--- src/rtl/core/copy_request_chunk_splitter_assert.svh ---
// Assertion macros used by the splitter sequencer.
`ifndef COPY_REQUEST_CHUNK_SPLITTER_ASSERT_SVH
`define COPY_REQUEST_CHUNK_SPLITTER_ASSERT_SVH

// Same-cycle implication, checked out of reset.
`define CRCS_ASSERT_NOW(lbl, clk, rst_n, ante, cons, msg) \
    lbl: assert property (@(posedge clk) disable iff (!(rst_n)) (ante) |-> (cons)) \
        else $error(msg);

// Next-cycle implication, checked out of reset.
`define CRCS_ASSERT_NEXT(lbl, clk, rst_n, ante, cons, msg) \
    lbl: assert property (@(posedge clk) disable iff (!(rst_n)) (ante) |=> (cons)) \
        else $error(msg);

`endif

--- src/rtl/core/crcs_pkg.sv ---
`default_nettype none
package crcs_pkg;

    localparam int ROW_LIMIT   = 8192;
    localparam int ROWS_LIMIT  = 2047;
    localparam int COUNT_BITS  = 26;
    localparam int MAX_CHUNKS  = 6;

    localparam int OFS_W       = 32;
    localparam int ROW_BYTES_W = 14;
    localparam int ROW_COUNT_W = 11;
    localparam int ROW_SHIFT   = $clog2(ROW_LIMIT);
    localparam int QUO_W       = (COUNT_BITS > ROW_SHIFT) ? COUNT_BITS - ROW_SHIFT : 1;
    localparam int NCHUNK_W    = $clog2(MAX_CHUNKS + 1);

    // One chunk as worked out by the shared chunk unit
    typedef struct packed {
        logic [ROW_BYTES_W-1:0] row_bytes;
        logic [ROW_COUNT_W-1:0] row_count;
        logic                   final_chunk;
        logic [OFS_W-1:0]       next_src;
        logic [OFS_W-1:0]       next_dst;
        logic [COUNT_BITS-1:0]  next_left;
    } t_chunk;

endpackage
`default_nettype wire

--- src/rtl/core/copy_request_chunk_splitter.sv ---
// A taken request is registered into the sequencer; its first chunk is then registered to the output.
// Throughput: one chunk per cycle while the output is not stalled, from a single shared chunk unit;
// a request yields at most 6 chunks with a 26-bit count, and no new request is taken meanwhile.
// Output stalls hold the chunk unit; the next request is taken once the last chunk is loaded.
// Reset: synchronous, active low; clears the sequencer state, chunk counter and output valid only.
`default_nettype none
module copy_request_chunk_splitter
    import crcs_pkg::*;
(
    input  wire logic        i_clk,
    input  wire logic        i_rst_n,
    input  wire logic        s_axis_tvalid,
    output logic             s_axis_tready,
    input  wire logic [95:0] s_axis_tdata,   // src_offset, dst_offset, byte_count, zero pad
    output logic             m_axis_tvalid,
    input  wire logic        m_axis_tready,
    output logic [95:0]      m_axis_tdata,   // chunk_src, chunk_dst, row_bytes, row_count, pad
    output logic             m_axis_tlast    // final_chunk
);

    localparam int IN_USED  = 2 * OFS_W + COUNT_BITS;
    localparam int OUT_USED = 2 * OFS_W + ROW_BYTES_W + ROW_COUNT_W;

    logic [OFS_W-1:0]       cur_src;
    logic [OFS_W-1:0]       cur_dst;
    logic [COUNT_BITS-1:0]  cur_left;
    t_chunk                 chunk;
    logic [OFS_W-1:0]       chunk_src;
    logic [OFS_W-1:0]       chunk_dst;
    logic [ROW_BYTES_W-1:0] row_bytes;
    logic [ROW_COUNT_W-1:0] row_count;
    logic [95:IN_USED]      unused_pad;

    assign unused_pad = s_axis_tdata[95:IN_USED];

    crcs_chunk_unit u_chunk (
        .i_src   (cur_src),
        .i_dst   (cur_dst),
        .i_left  (cur_left),
        .o_chunk (chunk)
    );

    crcs_seq u_seq (
        .i_clk         (i_clk),
        .i_rst_n       (i_rst_n),
        .i_in_valid    (s_axis_tvalid),
        .o_in_ready    (s_axis_tready),
        .i_src         (s_axis_tdata[OFS_W-1:0]),
        .i_dst         (s_axis_tdata[2*OFS_W-1:OFS_W]),
        .i_count       (s_axis_tdata[IN_USED-1:2*OFS_W]),
        .o_cur_src     (cur_src),
        .o_cur_dst     (cur_dst),
        .o_cur_left    (cur_left),
        .i_chunk       (chunk),
        .o_out_valid   (m_axis_tvalid),
        .i_out_ready   (m_axis_tready),
        .o_chunk_src   (chunk_src),
        .o_chunk_dst   (chunk_dst),
        .o_row_bytes   (row_bytes),
        .o_row_count   (row_count),
        .o_final_chunk (m_axis_tlast)
    );

    assign m_axis_tdata = {(96 - OUT_USED)'(0), row_count, row_bytes, chunk_dst, chunk_src};

endmodule
`default_nettype wire

--- src/rtl/core/crcs_chunk_unit.sv ---
`default_nettype none
module crcs_chunk_unit
    import crcs_pkg::*;
(
    input  wire logic [OFS_W-1:0]      i_src,
    input  wire logic [OFS_W-1:0]      i_dst,
    input  wire logic [COUNT_BITS-1:0] i_left,
    output t_chunk                     o_chunk
);

    logic                  small_req;
    logic [QUO_W-1:0]      full_rows;
    logic [QUO_W-1:0]      rows_capped;
    logic [COUNT_BITS-1:0] used;

    always_comb begin
        small_req   = (i_left <= COUNT_BITS'(ROW_LIMIT));
        full_rows   = QUO_W'(i_left / ROW_LIMIT);
        // cap the full rows of one chunk
        rows_capped = (full_rows > QUO_W'(ROWS_LIMIT)) ? QUO_W'(ROWS_LIMIT) : full_rows;
        used        = small_req ? i_left
                                : COUNT_BITS'(COUNT_BITS'(rows_capped) * COUNT_BITS'(ROW_LIMIT));

        o_chunk.row_bytes   = small_req ? ROW_BYTES_W'(i_left) : ROW_BYTES_W'(ROW_LIMIT);
        o_chunk.row_count   = small_req ? ROW_COUNT_W'(1) : ROW_COUNT_W'(rows_capped);
        o_chunk.final_chunk = (used == i_left);
        o_chunk.next_src    = i_src + OFS_W'(used);
        o_chunk.next_dst    = i_dst + OFS_W'(used);
        o_chunk.next_left   = i_left - used;
    end

endmodule
`default_nettype wire

--- src/rtl/core/crcs_seq.sv ---
`default_nettype none
`include "copy_request_chunk_splitter_assert.svh"
module crcs_seq
    import crcs_pkg::*;
(
    input  wire logic                   i_clk,
    input  wire logic                   i_rst_n,
    input  wire logic                   i_in_valid,
    output logic                        o_in_ready,
    input  wire logic [OFS_W-1:0]       i_src,
    input  wire logic [OFS_W-1:0]       i_dst,
    input  wire logic [COUNT_BITS-1:0]  i_count,
    output logic [OFS_W-1:0]            o_cur_src,
    output logic [OFS_W-1:0]            o_cur_dst,
    output logic [COUNT_BITS-1:0]       o_cur_left,
    input  wire t_chunk                 i_chunk,
    output logic                        o_out_valid,
    input  wire logic                   i_out_ready,
    output logic [OFS_W-1:0]            o_chunk_src,
    output logic [OFS_W-1:0]            o_chunk_dst,
    output logic [ROW_BYTES_W-1:0]      o_row_bytes,
    output logic [ROW_COUNT_W-1:0]      o_row_count,
    output logic                        o_final_chunk
);

    localparam logic ST_IDLE = 1'b0;
    localparam logic ST_RUN  = 1'b1;

    logic                   r_state, n_state;
    logic [OFS_W-1:0]       r_src, n_src;
    logic [OFS_W-1:0]       r_dst, n_dst;
    logic [COUNT_BITS-1:0]  r_left, n_left;
    logic [NCHUNK_W-1:0]    r_nchunk, n_nchunk;
    logic                   r_out_valid, n_out_valid;
    logic [OFS_W-1:0]       r_out_src;
    logic [OFS_W-1:0]       r_out_dst;
    logic [ROW_BYTES_W-1:0] r_out_bytes;
    logic [ROW_COUNT_W-1:0] r_out_rows;
    logic                   r_out_final;

    logic accept;
    logic load;

    assign o_in_ready = (r_state == ST_IDLE);
    assign accept     = i_in_valid && o_in_ready;
    assign load       = (r_state == ST_RUN) && (!r_out_valid || i_out_ready);

    assign o_cur_src  = r_src;
    assign o_cur_dst  = r_dst;
    assign o_cur_left = r_left;

    always_comb begin
        n_state     = r_state;
        n_src       = r_src;
        n_dst       = r_dst;
        n_left      = r_left;
        n_nchunk    = r_nchunk;
        n_out_valid = r_out_valid && !i_out_ready;
        case (r_state)
            ST_IDLE: begin
                if (accept) begin
                    n_src    = i_src;
                    n_dst    = i_dst;
                    n_left   = i_count;
                    n_nchunk = '0;
                    // a zero count leaves nothing to emit
                    if (i_count != '0) begin
                        n_state = ST_RUN;
                    end
                end
            end
            ST_RUN: begin
                if (load) begin
                    n_out_valid = 1'b1;
                    n_src       = i_chunk.next_src;
                    n_dst       = i_chunk.next_dst;
                    n_left      = i_chunk.next_left;
                    n_nchunk    = r_nchunk + NCHUNK_W'(1);
                    if (i_chunk.next_left == '0 ||
                        r_nchunk == NCHUNK_W'(MAX_CHUNKS - 1)) begin
                        n_state = ST_IDLE;
                    end
                end
            end
            default: begin
                n_state = ST_IDLE;
            end
        endcase
    end

    always_ff @(posedge i_clk) begin
        if (!i_rst_n) begin
            r_state     <= ST_IDLE;
            r_out_valid <= 1'b0;
            r_nchunk    <= '0;
        end else begin
            r_state     <= n_state;
            r_out_valid <= n_out_valid;
            r_nchunk    <= n_nchunk;
        end
    end

    always_ff @(posedge i_clk) begin
        r_src  <= n_src;
        r_dst  <= n_dst;
        r_left <= n_left;
        if (load) begin
            r_out_src   <= r_src;
            r_out_dst   <= r_dst;
            r_out_bytes <= i_chunk.row_bytes;
            r_out_rows  <= i_chunk.row_count;
            r_out_final <= i_chunk.final_chunk;
        end
    end

    assign o_out_valid   = r_out_valid;
    assign o_chunk_src   = r_out_src;
    assign o_chunk_dst   = r_out_dst;
    assign o_row_bytes   = r_out_bytes;
    assign o_row_count   = r_out_rows;
    assign o_final_chunk = r_out_final;

    `CRCS_ASSERT_NOW(a_run_has_bytes, i_clk, i_rst_n,
        r_state == ST_RUN, r_left != '0, "running with no bytes left")
    `CRCS_ASSERT_NOW(a_chunk_cap, i_clk, i_rst_n,
        r_state == ST_RUN, r_nchunk < NCHUNK_W'(MAX_CHUNKS), "chunk cap exceeded")
    `CRCS_ASSERT_NEXT(a_final_ends, i_clk, i_rst_n,
        load && i_chunk.final_chunk, r_state == ST_IDLE, "final chunk did not end the request")
    `CRCS_ASSERT_NEXT(a_start_run, i_clk, i_rst_n,
        accept && i_count != '0, r_state == ST_RUN && r_left == $past(i_count),
        "request not started")

endmodule
`default_nettype wire

--- config.mk ---
export PLATFORM = sky130hd
export DESIGN_NAME = copy_request_chunk_splitter
export DESIGN_NICKNAME = d
export VERILOG_FILES = /design/src/rtl/core/crcs_pkg.sv /design/src/rtl/core/copy_request_chunk_splitter.sv /design/src/rtl/core/crcs_chunk_unit.sv /design/src/rtl/core/crcs_seq.sv
export VERILOG_INCLUDE_DIRS = /design/src /design/src/rtl/core
export SDC_FILE = /design/constraint.sdc
export NUM_CORES = 1
export LEC_CHECK = 0
export ABC_AREA = 1
export BUFFER_PORTS_ARGS = -buffer_cell sky130_fd_sc_hd__buf_2
export CAP_MARGIN = 40
export CORE_ASPECT_RATIO = 1.5
export CORE_MARGIN = 1
export CORE_UTILIZATION = 55
export DETAILED_ROUTE_END_ITERATION = 6
export PLACE_DENSITY = 0.79
export SETUP_SLACK_MARGIN = 0.15
export SYNTH_ARGS = -nofsm -noshare
export SYNTH_HDL_FRONTEND = slang
export SYNTH_SLANG_ARGS = --single-unit
--- constraint.sdc ---
create_clock -name i_clk -period 7.05 [get_ports i_clk]
set_clock_uncertainty 0.15 [all_clocks]
set_input_delay 0.705 -clock i_clk [delete_from_list [all_inputs] [get_ports i_clk]]
set_output_delay 0.705 -clock i_clk [all_outputs]
set_load 0.02 [all_outputs]
Word level (Yosys, flattened, before mapping)
Cells that the tools add are included.
- add/subtract/negate cells: 4
- order comparisons: 2
- equal/unequal tests: 4
- multipliers: 0
- bitwise gates (word level): 1
- mux-type cells: 21
- div/mod/pow operators: 0
- shift-type cells: 0
- reduce and logical (&&, ||, !) cells: 10
- operator list (kind ; number):
    2-to-1 mux 32 bit ; 4
    one-hot mux 32 bit (2 select lines) ; 2
    2-to-1 mux 26 bit ; 3
    adder 32 x 26 -> 32 bit ; 2
    one-hot mux 26 bit (2 select lines) ; 1
    == test 26 bit ; 1
    less-or-equal comparator 26 x 14 -> 1 bit, second input constant ; 1
    logical NOT 26 bit ; 1
    nonzero test 26 bit ; 1
    subtractor 26 bit ; 1
    > comparator 13 x 11 -> 1 bit, second input constant ; 1
    2-to-1 mux 13 bit ; 1
    2-to-1 mux 1 bit ; 6
    2-to-1 mux 3 bit ; 2
    one-hot mux 3 bit (2 select lines) ; 1
    inequality test 2 bit, second input constant ; 2
    adder 3 x 1 -> 3 bit, second input constant ; 1
    == test 3 bit, second input constant ; 1
    logical AND 1 bit ; 3
    logical NOT 1 bit ; 2
    logical OR 1 bit ; 2
    one-hot mux 1 bit (2 select lines) ; 1
    AND reduction 2 bit ; 1
    inverter 1 bit ; 1
- latch bits: 0
- memories: 0
- output and inout bits: 99
- flip-flop bits (word level): 185
- bits in read-only memories: 0
- memory bits (writable): 0
- word-level logic and storage cells: 53

Longest topological paths before layout
Gate-level depths: netlist of the first run.
- word-level depth: 9
- gate-level depth with buffers: 32
- gate-level depth less buffers: 30

Cells and area by module
From an unflattened synthesis of the first run, not the netlist that was laid out.
- cells, all modules: 1310
- area, all modules: 11431.0 um2
- modules (own cells, without submodules) (module ; instances ; cells an instance ; area each (um2)):
    crcs_seq ; 1 ; 551 ; 7028.0
    crcs_chunk_unit ; 1 ; 751 ; 4346.7
    copy_request_chunk_splitter ; 1 ; 8 ; 56.3

Least setup slack after synthesis of the first run
No wires, ideal clock.
- path type: input to register
- from: in m_axis_tready
- to: reg u_seq.r_dst[0] (netlist: u_seq.o_cur_dst[0]) (enable)
- slack: 1796 ps
- stages on the path: 6
- setup time: 445 ps
- required time: 6455 ps
- arrival time: 4659 ps
- cell sequence: inv_1 -> nand2_1 -> nand2_1 -> inv_1 -> nor2_1 -> inv_1
- word-level cells in the longest chain between the ends: 4
- RTL lines (item ; line ; source):
    start: declaration ; copy_request_chunk_splitter.sv:16 ; input wire logic m_axis_tready,
    logical OR 1 bit ; crcs_seq.sv:46 ; assign load = (r_state == ST_RUN) && (!r_out_valid || i_out_ready);
    logical AND 1 bit ; crcs_seq.sv:46 ;
    net u_seq.load ; crcs_seq.sv:42 ; logic load;
    inequality test 2 bit (no source line) ; n/a ;
    AND reduction 2 bit (no source line) ; n/a ;
    end signal: assignment ; crcs_seq.sv:105 ; r_dst <= n_dst;
    end: declaration ; crcs_seq.sv:31 ; logic [OFS_W-1:0] r_dst, n_dst;
The timed path passes the listed nets, and every way through them passes these cells.
A chain may end at the register's enable or synchronous reset.

Worst setup path in the final report of the first run
- from: reg u_seq.r_left[14] (netlist: u_seq.o_cur_left[14])
- to: reg u_seq.r_dst[22] (netlist: u_seq.o_cur_dst[22]), data pin
- word-level cells in the longest chain between the ends: 6
- elaborated cells on any way between the ends: 7
- classes of those cells: add/sub (1); order compare (2); mux (4)
- RTL lines (item ; line ; source):
    start: declaration ; crcs_seq.sv:32 ; logic [COUNT_BITS-1:0] r_left, n_left;
    start signal: assignment ; crcs_seq.sv:106 ; r_left <= n_left;
    > comparator 13 x 11 -> 1 bit ; crcs_chunk_unit.sv:20 ; rows_capped = (full_rows > QUO_W'(ROWS_LIMIT)) ? QUO_W'(ROWS_LIMIT) : full_rows;
    2-to-1 mux 13 bit ; crcs_chunk_unit.sv:20 ;
    2-to-1 mux 26 bit (*) ; crcs_chunk_unit.sv:21 ; used = small_req ? i_left
    adder 32 x 26 -> 32 bit (*) ; crcs_chunk_unit.sv:28 ; o_chunk.next_dst = i_dst + OFS_W'(used);
    2-to-1 mux 32 bit (*) ; crcs_seq.sv:73 ; if (load) begin
    one-hot mux 32 bit (2 select lines) (*) ; crcs_seq.sv:59 ; case (r_state)
    net u_seq.n_dst[22] ; crcs_seq.sv:31 ;
The timed path passes the listed nets; every way through them passes the cells marked *. The select of a mux whose other input is x is not followed.

==> flow_summary_export.csv, run 1 <==
group,metric,value,unit
status,status,"finished, final reports clean",
cts,cts_root_buffer,"clkbuf_16",
critical_path,ff2ff_setup_slack,2.63,ns
synth,synth-seq-cells,185,
global_route,grt_start_max_net_pins,61,
critical_path,cp.required,7.11,ns
cts,numCtsBuffers,17,
critical_path,slowest_stage,"edfxtp_1",
place,portBuffers,185,
die,dieArea,20770,sq um
die,die_y,176.0,um
synth,synth_top_family_by_area,"simple AND/OR/NAND/NOR gates",
timing,worst_slew_pin_slew,0.7917,ns
synth,synth_most_common_cell,"nand2_1",
synth,synthCells,1217,
routing,first_pass_iters,5,
synth,synth-main-ff-cell,"edfxtp_1",
critical_path,critPathTopFamily,"simple AND/OR/NAND/NOR gates",
critical_path,r2r-end,"u_seq.o_cur_dst[22]$_DFFE_PP_",
synth,synth_compound_area_share,11.00,%
routing,vias_per_cell,5.482,
critical_path,cpMostUsedCell,"nand2_1",
timing,fin_hold_ws,0.3080,ns
die,rows,63,
place,finalWeightedCongestion,0.9334,
timing,setup_viol,0,
synth,synthSimpleGateAreaFrac,21.98,%
critical_path,criticalPathCategory,"flip-flop to flip-flop",
critical_path,cp-start-kind,"flip-flop",
timing,min_period_over_period,62.65,%
synth,synth_top_area_cell,"edfxtp_1",
timing,period_minus_slack,4.417,ns
critical_path,reg2reg_depth,25,
die,die_w,118.0,um
critical_path,cpPeakStageDelay,0.44,ns
flow_run,drv_cap,0,
synth,synth_adder_area_share,7.910,%
die,io_pins,199,
critical_path,end_kind,"flip-flop",
cells_and_area,final_util,65.38,%
timing,max_freq,226.4,MHz
synth,muxShareOfSynthArea,0,%
routing,wl,28.52,mm
routing,drtIter0Drc,717,
global_route,grt_pass1_vias,8938,
cts,cts_tree,"yes",
synth,synth_area_per_cell,9.124,sq um
critical_path,arrival,4.48,ns
power_and_ir_drop,vdd_drop_max,0.1954,mV
timing,setup_tns,0,ns
routing,drc,0,
cts,path_clk_slew,0.08,ns
cts,clk_path_buf_depth,2,
timing,slew_viol_final,0,
cts,clock-sinks,185,
synth,ys_warn_count,0,
synth,ys_top_cells_by_area,"edfxtp_1, nand2_1, ha_1",
place,dp.cells,1648,
cells_and_area,antenna_cells,0,
cts,clkLatencyLatePin,0.46,ns
cts,holdBufCountCts,0,
cells_and_area,layout-drive-gt1-share,20.14,%
global_route,antenna_found_initial,0,
cts,htree_levels,4,
synth,ys_types,59,
critical_path,cp_num_buf_inv,3,
global_route,grt_pass1_wl,44.68,mm
synth,synth_area,11100,sq um
worst_hold_path,whs_path_depth,1,
critical_path,cp-endpoint,"u_seq.o_cur_dst[22]$_DFFE_PP_",
critical_path,crit_fanout,34,
cts,cts_resized,0,
cells_and_area,final_cells,1680,
global_route,track_usage,28.11,%
timing,slew_headroom,47.22,%
timing,finalHoldViolCount,0,
power_and_ir_drop,leakagePower,5.927,nW
synth,synth_edf_count,180,
synth,yosysSeqAreaShare,49.58,%
timing,rsz0062_at_grt,"false",
die,core,19790,sq um
synth,synth_async_sr_flop_share,0,%
routing,vias,9209,
cts,cts_setup_buffers,0,
routing,antenna_left,0,
cells_and_area,syn_to_final_growth,16.48,%
power_and_ir_drop,p_per_area,260.1,nW/um^2
worst_hold_path,hold_path.class,"flip-flop to flip-flop",
place,hpwl,21.71,mm
cells_and_area,nets,1576,
synth,synth_xor_area_share,3.313,%
synth,synth_common_cells,"nand2_1, edfxtp_1, inv_1",
routing,wl_per_cell,16.98,um
synth,yosysTopAreaCellShare,48.68,%
global_route,overflow,0,
die,start_util,56.12,%
critical_path,crit_path_start,"u_seq.o_cur_left[14]$_DFFE_PP_",
critical_path,crit_cells,25,
critical_path,worstReg2RegStart,"u_seq.o_cur_left[14]$_DFFE_PP_",
worst min-delay path by stage:
stage | startpoint | endpoint | slack (ns)
floorplan | u_seq.o_cur_dst[29]$_DFFE_PP_ | u_seq.o_chunk_dst[29]$_DFFE_PP_ | 0.28
global placement | u_seq.o_cur_dst[12]$_DFFE_PP_ | u_seq.o_chunk_dst[12]$_DFFE_PP_ | 0.29
detailed placement | u_seq.o_cur_src[5]$_DFFE_PP_ | u_seq.o_chunk_src[5]$_DFFE_PP_ | 0.29
CTS | u_seq.o_cur_dst[29]$_DFFE_PP_ | u_seq.o_chunk_dst[29]$_DFFE_PP_ | 0.31
global route | u_seq.o_cur_dst[29]$_DFFE_PP_ | u_seq.o_chunk_dst[29]$_DFFE_PP_ | 0.32
finish | u_seq.r_nchunk[2]$_SDFFE_PN0P_ | u_seq.r_nchunk[2]$_SDFFE_PN0P_ | 0.31
flip-flops by register name, indices dropped and copies added, names as in the netlist:
| name | flops |
|---|---|
| u_seq.o_chunk_dst | 32 |
| u_seq.o_chunk_src | 32 |
| u_seq.o_cur_dst | 32 |
| u_seq.o_cur_src | 32 |
| u_seq.o_cur_left | 26 |
| u_seq.o_row_bytes | 14 |
| u_seq.o_row_count | 11 |
| u_seq.r_nchunk | 3 |
| u_seq.o_final_chunk | 1 |
| u_seq.o_out_valid | 1 |
| u_seq.r_state | 1 |
area by class of cell:
cell class / count / area (sq um)
inverter: 139 / 530.5
timing repair buffer: 190 / 988.4
sequential: 185 / 5507
clock buffer: 17 / 425.4
tap: 260 / 325.3
fill: 1633 / 6850
multi-input combinational: 874 / 4957
clock inverter: 15 / 201.4
cell usage in the layout (no fill, tap or decap), drive strengths merged, types with 2 or more instances in the layout:
master,instances
a21oi,74
buf,190
a21o,7
nor4,9
nor2,123
xor2,12
conb,13
clkbuf,17
clkinv,8
nor3,8
and3,4
nand3,59
o21ai,82
a21boi,4
edfxtp,180
or2,17
ha,67
fa,2
nand4,8
inv,146
nand2,308
a211oi,2
dfxtp,5
o211ai,3
o31ai,7
xnor2,30
nand3b,5
a31oi,21
o21a,3
routing by layer:
| layer | track usage [%] | up-vias | routed length, um |
|---|---|---|---|
| met3 | 4.037 | 68 | 1345 |
| met2 | 50.83 | 331 | 14810 |
| met5 | 0 | - | 0 |
| met4 | 13.94 | 0 | 1063 |
| met1 | 32.39 | 4291 | 11300 |
| li1 | - | 4519 | - |
metrics by stage:
step	area (sq um)	power (mW)	setup WS, ns
after detailed placement	12310	2.365	2.681
after global placement	12270	2.343	2.851
after CTS	12930	3.367	2.661
after global routing	12930	3.532	2.308
after floorplan	11150	2.104	1.796
final	12930	3.364	2.633
power breakdown:
| part | internal (mW) | switching [mW] |
|---|---|---|
| clock | 0.494 | 0.514 |
| sequential | 1.37 | 0.0755 |
| combinational | 0.315 | 0.598 |
| total | 2.18 | 1.19 |
kinds of logic (layout without fill, tap and decap cells):
family / count (synthesis) / in the layout
and+or+nand+nor: 541 / 541
xor gates and xnor gates: 42 / 42
other: 2 / 13
DFF: 185 / 185
adders and majority gates: 69 / 69
AOI/OAI and AO/OA: 209 / 209
buffers and inverters: 169 / 361
Power figures use the tool's default switching activity.
==> inputs of run 2 (changes only) <==
--- a/config.mk
+++ b/config.mk
@@ -6,7 +6,7 @@
 export SDC_FILE = /design/constraint.sdc
 export NUM_CORES = 1
 export LEC_CHECK = 0
-export ABC_AREA = 1
+export ABC_AREA = 0
 export BUFFER_PORTS_ARGS = -buffer_cell sky130_fd_sc_hd__buf_2
 export CAP_MARGIN = 40
 export CORE_ASPECT_RATIO = 1.5
==> constraint.sdc (replaced) <==
create_clock -name i_clk -period 4.1 [get_ports i_clk]
set_clock_uncertainty 0.15 [all_clocks]
set_input_delay 0.41 -clock i_clk [delete_from_list [all_inputs] [get_ports i_clk]]
set_output_delay 0.41 -clock i_clk [all_outputs]
set_load 0.02 [all_outputs]
==> run 2 against run 1 <==
The run now ends with negative setup slack left. Combinational power up 110%. Non-clock buffer count up 94. Global-route usage up 0.47 points. Maximum frequency up 7.2%. Synthesized cell count down 20%. Setup slack worse by 2.7 ns. Critical endpoint is now u_seq.o_cur_dst[28]$_DFFE_PP_. Die area down 1.6%. First-iteration DRC count down 4.9%. Critical path type unchanged. Critical path depth down 9. Clock power up 76%. Core utilization up 7.1 points.
==> flow_summary_export.csv, run 2 <==
group,metric,value,unit
status,status,"finished with violations",
status,violations,"negative setup slack",
global_route,grt_pass1_vias,8798,
timing,slew_viol_final,0,
die,die_y,174.6,um
synth,synth_xor_area_share,3.849,%
timing,setup_tns,-0.04192,ns
synth,yosysTopAreaCellShare,49.49,%
global_route,grt_start_max_net_pins,75,
synth,synth_common_cells,"edfxtp_1, nand2_1, ha_1",
place,placed_cell_area,12720,sq um
cts,holdBufCountCts,0,
place,finalWeightedCongestion,0.9260,
power_and_ir_drop,vdd_drop_max,0.3173,mV
timing,period_minus_slack,4.120,ns
timing,worst_slew_pin_slew,0.9468,ns
cells_and_area,seqCellArea,5509,sq um
die,start_util,56.54,%
synth,synth_area_per_cell,11.27,sq um
cells_and_area,syn_to_final_growth,28.10,%
die,io_pins,199,
cells_and_area,nets,1417,
cells_and_area,final_common_cell,"buf_2",
routing,vias_per_cell,6.001,
flow_run,drv_cap,0,
cells_and_area,multi_input_area,5705,sq um
global_route,grtUsageMet2,49.75,%
synth,synth_compound_area_share,16.44,%
routing,antenna_left,0,
cts,clock-sinks,185,
synth,synthSimpleGateAreaFrac,13.58,%
synth,synth_edf_count,180,
die,core,19320,sq um
critical_path,reg2reg_depth,16,
timing,setup_slack,-0.01963,ns
synth,synth_area,10920,sq um
synth,muxShareOfSynthArea,4.720,%
timing,rsz0062_at_grt,"true",
global_route,grt_pass1_wl,43.73,mm
synth,synth_top_area_cell,"edfxtp_1",
critical_path,cp.required,4.27,ns
power_and_ir_drop,p_per_area,448.9,nW/um^2
place,portBuffers,185,
place,dp.cells,1456,
cts,clk_path_buf_depth,2,
worst_hold_path,min_from,"i_rst_n",
timing,fin_hold_ws,0.07542,ns
global_route,grtUsageMet3,5.376,%
critical_path,worstReg2RegStart,"u_seq.o_cur_left[8]$_DFFE_PP_",
synth,synthCells,969,
cts,numCtsBuffers,17,
die,dieArea,20440,sq um
cells_and_area,antenna_cells,0,
synth,ys_top_cells_by_area,"edfxtp_1, ha_1, mux2_2",
synth,synth_most_common_cell,"edfxtp_1",
cts,cts_root_buffer,"clkbuf_16",
timing,slew_headroom,36.88,%
critical_path,cp-start-kind,"flip-flop",
routing,first_pass_iters,5,
global_route,met1_usage,31.95,%
cts,clkLatencyLatePin,0.46,ns
timing,setup_viol,4,
synth,yosysSeqAreaShare,50.41,%
synth,synth_async_sr_flop_share,0,%
critical_path,crit_fanout,5,
global_route,antenna_found_initial,1,
synth,ys_warn_count,0,
synth,ys_types,82,
synth,synth-main-ff-cell,"edfxtp_1",
routing,vias,9098,
cells_and_area,final_util,72.43,%
cells_and_area,final_cells,1516,
cts,htree_levels,4,
global_route,track_usage,28.58,%
cells_and_area,layout-drive-gt1-share,36.83,%
die,die_w,117.1,um
critical_path,arrival,4.29,ns
cells_and_area,final_cell_mix,"buf_2, edfxtp_1, buf_4",
cts,path_clk_slew,0.07,ns
timing,max_freq,242.7,MHz
place,hpwl,20.20,mm
synth,synth-seq-cells,185,
routing,drc,0,
routing,wl_per_cell,19.25,um
cells_and_area,fillCellCount,1306,
synth,synth_adder_area_share,8.042,%
critical_path,end_kind,"flip-flop",
global_route,overflow,0,
die,rows,62,
worst_hold_path,whs_path_depth,2,
worst_hold_path,hold_path.class,"input port to flip-flop",
cts,cts_tree,"yes",
timing,min_period_over_period,100.5,%
global_route,top_usage_layer,"met2",
routing,wl,29.19,mm
power_and_ir_drop,leakagePower,5.739,nW
cells_and_area,post-route-cell-area,13990,sq um
synth,synth_top_family_by_area,"compound AO/OA/AOI/OAI gates",
timing,finalHoldViolCount,0,
critical_path,criticalPathCategory,"flip-flop to flip-flop",
routing,drtIter0Drc,682,
critical_path,crit_path_start,"u_seq.o_cur_left[8]$_DFFE_PP_",
[run 2: cell types whose count changed after synthesis, moves of 11 or more]
cell	change
nand2_1	-224
inv_1	-93
nor2_1	-48
mux2_2	+44
nand3_1	-32
and3_1	+29
o21ai_0	-29
or3_1	+27
a21o_1	+13
o21a_1	+13
a211oi_1	+11
[run 2: power by group]
group          leakage (nW)  switching [mW]  internal [mW]
Clock                 0.303           0.754           1.02
Sequential             1.77           0.158           2.39
Combinational          3.67            1.13          0.830
[run 2: cells by family (layout without fill, tap and decap cells)]
logic type / count (synthesis) / count (layout)
xor+xnor: 48 / 48
mux: 46 / 46
other cells: 2 / 13
simple gates: 281 / 281
buf+inv: 75 / 355
flops: 185 / 185
fa+ha+maj: 69 / 69
compound gates: 263 / 263
[run 2: worst max-delay path, stage by stage, from the launching register on]
cell	delay (ns)
edfxtp_1	0.43
nor4_4	0.42
nand4b_4	0.19
o21ai_4	0.24
and3_4	0.26
ha_4	0.15
inv_2	0.04
fa_2	0.37
nand2b_4	0.17
a21oi_4	0.13
o21a_1	0.22
a31oi_4	0.13
a211oi_2	0.27
o211ai_1	0.20
buf_4	0.19
a2111o_1	0.35
nand3_1	0.07
[run 2: area by class of cell]
cell class | count | share of cell area (%)
clock inverter | 14 | 1.404
tap | 256 | 2.289
multi-input combinational | 720 | 40.78
inverter | 40 | 1.091
clock buffer | 17 | 3.041
sequential | 185 | 39.38
timing repair buffer | 284 | 12.02
[run 2: final timing paths]
| check | endpoint | slack, ns |
|---|---|---|
| worst min-delay path | u_seq.r_nchunk[1]$_SDFFE_PN0P_ | 0.08 |
| worst max register to register | u_seq.o_cur_dst[28]$_DFFE_PP_ | -0.02 |
| worst max-delay path | u_seq.o_cur_dst[28]$_DFFE_PP_ | -0.02 |
| worst min register to register | u_seq.o_chunk_src[16]$_DFFE_PP_ | 0.31 |
[run 2: routing by layer]
layer / share of wire (%) / routed length [um]
met4: 5.5 / 1596
met2: 53 / 15360
met3: 5.3 / 1558
met5: 0.041 / 12
met1: 37 / 10670
[run 2: repair_timing]
action	4_1_cts	5_1_grt
buffers inserted	14	15
endpoints found under the hold margin	0	0
pin swaps	21	29
setup endpoints to repair	30	33
resized for setup	37	51
[run 2: metrics by stage]
step | power [mW] | worst slack [ns]
2_1_floorplan | 3.813 | 0.1257
6_report | 6.280 | -0.01963
3_5_place_dp | 4.338 | -0.06792
3_3_place_gp | 4.301 | -0.003377
4_1_cts | 6.156 | 0.05439
5_1_grt | 6.558 | -0.2264
==> inputs of run 3 (changes only) <==
--- a/config.mk
+++ b/config.mk
@@ -13,6 +13,7 @@
 export CORE_MARGIN = 1
 export CORE_UTILIZATION = 55
 export DETAILED_ROUTE_END_ITERATION = 6
+export GPL_TIMING_DRIVEN = 0
 export PLACE_DENSITY = 0.79
 export SETUP_SLACK_MARGIN = 0.15
 export SYNTH_ARGS = -nofsm -noshare
==> run 3 against run 2 <==
The run still ends with negative setup slack left. Die area unchanged. Hold slack is essentially flat. Final area grew 5.2%. Critical path depth unchanged.
==> flow_summary_export.csv, run 3 (synthesis gave the netlist of run 2 again) <==
group,metric,value,unit
cts,holdBufCountCts,0,
place,finalWeightedCongestion,0.9413,
routing,wl_met3,2.712,mm
cts,clock-sinks,185,
routing,drtIter0Drc,870,
critical_path,cpPeakStageDelay,0.51,ns
die,die_w,117.1,um
critical_path,arrival,4.42,ns
critical_path,criticalPathCategory,"flip-flop to flip-flop",
critical_path,worstReg2RegStart,"u_seq.o_cur_left[9]$_DFFE_PP_",
critical_path,cpMostUsedCell,"o21ai_4",
die,io_pins,199,
routing,antenna_left,0,
routing,routed.top_layer,"met4",
worst_hold_path,hold_path.class,"input port to flip-flop",
cells_and_area,nets,1456,
timing,worst_slew_pin_slew,0.9804,ns
cells_and_area,fillCellCount,1182,
flow_run,drv_cap,0,
routing,wirelength_met1,12.33,mm
die,start_util,56.54,%
timing,min_period_over_period,104.3,%
routing,dr_wl_met2,17.85,mm
timing,period_minus_slack,4.275,ns
routing,vias,9866,
critical_path,cp.required,4.25,ns
cells_and_area,final_common_cell,"buf_2",
cells_and_area,multi_input_area,6106,sq um
place,pre_cts_ws,-0.6500,ns
critical_path,end_kind,"flip-flop",
cells_and_area,layout-drive-gt1-share,40.31,%
timing,finalHoldViolCount,0,
critical_path,crit_fanout,6,
timing,setup_slack,-0.1749,ns
die,die_y,174.6,um
timing,slew_viol_final,0,
cells_and_area,final_cell_mix,"buf_2, edfxtp_1, buf_4",
status,status,"finished with violations",
place,hpwl,21.77,mm
place,portBuffers,185,
routing,vias_per_cell,6.341,
routing,drc,0,
cells_and_area,seqCellArea,5505,sq um
critical_path,crit_path_start,"u_seq.o_cur_left[9]$_DFFE_PP_",
cts,numCtsBuffers,17,
cells_and_area,final_util,76.22,%
cells_and_area,syn_to_final_growth,34.80,%
routing,first_pass_iters,5,
timing,fin_hold_ws,0.07522,ns
power_and_ir_drop,vdd_drop_max,0.3133,mV
cts,clkLatencyLatePin,0.46,ns
timing,slew_headroom,34.64,%
global_route,track_usage,32.43,%
die,core,19320,sq um
timing,setup_tns,-2.940,ns
global_route,overflow,0,
die,rows,62,
timing,rsz0062_at_grt,"true",
place,dp.cells,1423,
timing,max_freq,233.9,MHz
worst_hold_path,whs_path_depth,2,
cts,clk_path_buf_depth,2,
die,dieArea,20440,sq um
global_route,grt_start_max_net_pins,54,
cts,path_clk_slew,0.07,ns
critical_path,crit_chain,"nor4_4 -> nand4b_4 -> o21ai_4 -> buf_8 -> and3_4 -> ha_4 -> inv_2 -> fa_2 -> nor2b_4 -> o31a_1 -> o21ai_2 -> a21oi_2 -> o21ai_4 -> o2111a_2 -> or4_1 -> a31oi_1",
cells_and_area,final_cells,1556,
global_route,grt_pass1_wl,48.85,mm
cts,cts_tree,"yes",
global_route,grt_pass1_vias,9373,
timing,setup_viol,27,
critical_path,cp-start-kind,"flip-flop",
routing,wl,35.73,mm
routing,wl_per_cell,22.96,um
cts,htree_levels,4,
worst_hold_path,min_from,"i_rst_n",
critical_path,slowest_stage,"edfxtp_1",
critical_path,reg2reg_depth,16,
power_and_ir_drop,leakagePower,5.998,nW
global_route,antenna_found_initial,0,
cts,cts_root_buffer,"clkbuf_16",
power_and_ir_drop,p_per_area,435.4,nW/um^2
status,violations,"negative setup slack",
cells_and_area,antenna_cells,0,
-- run 3: area by class of cell --
class / count / share of cell area, %
Multi-Input combinational cell: 720 / 41.47
Sequential cell: 185 / 37.39
Timing Repair Buffer: 288 / 12.48
Clock buffer: 18 / 2.915
Tap cell: 256 / 2.176
Buffer: 35 / 1.487
Inverter: 40 / 1.088
Clock inverter: 14 / 0.9943
-- run 3: power breakdown --
part | leakage, nW | internal, mW | switching [mW]
logic | 3.95 | 0.922 | 1.25
clock network | 0.280 | 0.900 | 0.760
registers | 1.77 | 2.39 | 0.188
-- run 3: repair_timing --
item                                    in CTS  in global routing
pin swaps                                   72                 68
cloned                                       1                  0
buffers inserted                            59                 41
endpoints found under the setup margin      44                 45
resized for setup                          112                 91
-- run 3: worst max-delay path, delay by kind of cell (launching register included) --
family                     cells  cell delay [ns]
DFF                            1             0.51
adders and majority gates      2             0.51
AOI/OAI and AO/OA              7             1.41
buffers and inverters          2             0.17
and+or+nand+nor                5             1.37
-- run 3: final timing paths --
path                                      to  slack, ns
max            u_seq.o_cur_src[30]$_DFFE_PP_      -0.17
min           u_seq.r_nchunk[0]$_SDFFE_PN0P_       0.08
max reg2reg    u_seq.o_cur_src[30]$_DFFE_PP_      -0.17
min reg2reg  u_seq.o_chunk_src[21]$_DFFE_PP_       0.31
-- run 3: metrics by stage --
step / instance area, sq um / power, mW
floorplan: 11110 / 3.813
global placement: 12350 / 4.257
detailed placement: 12420 / 4.300
CTS: 13980 / 6.127
global route: 14720 / 6.632
finish: 14720 / 6.411
-- run 3: metal layers --
layer	track usage (%)	vias up
li1	-	4330
met1	36.04	4765
met2	54.46	597
met3	5.862	174
met4	24.10	0
met5	0	-
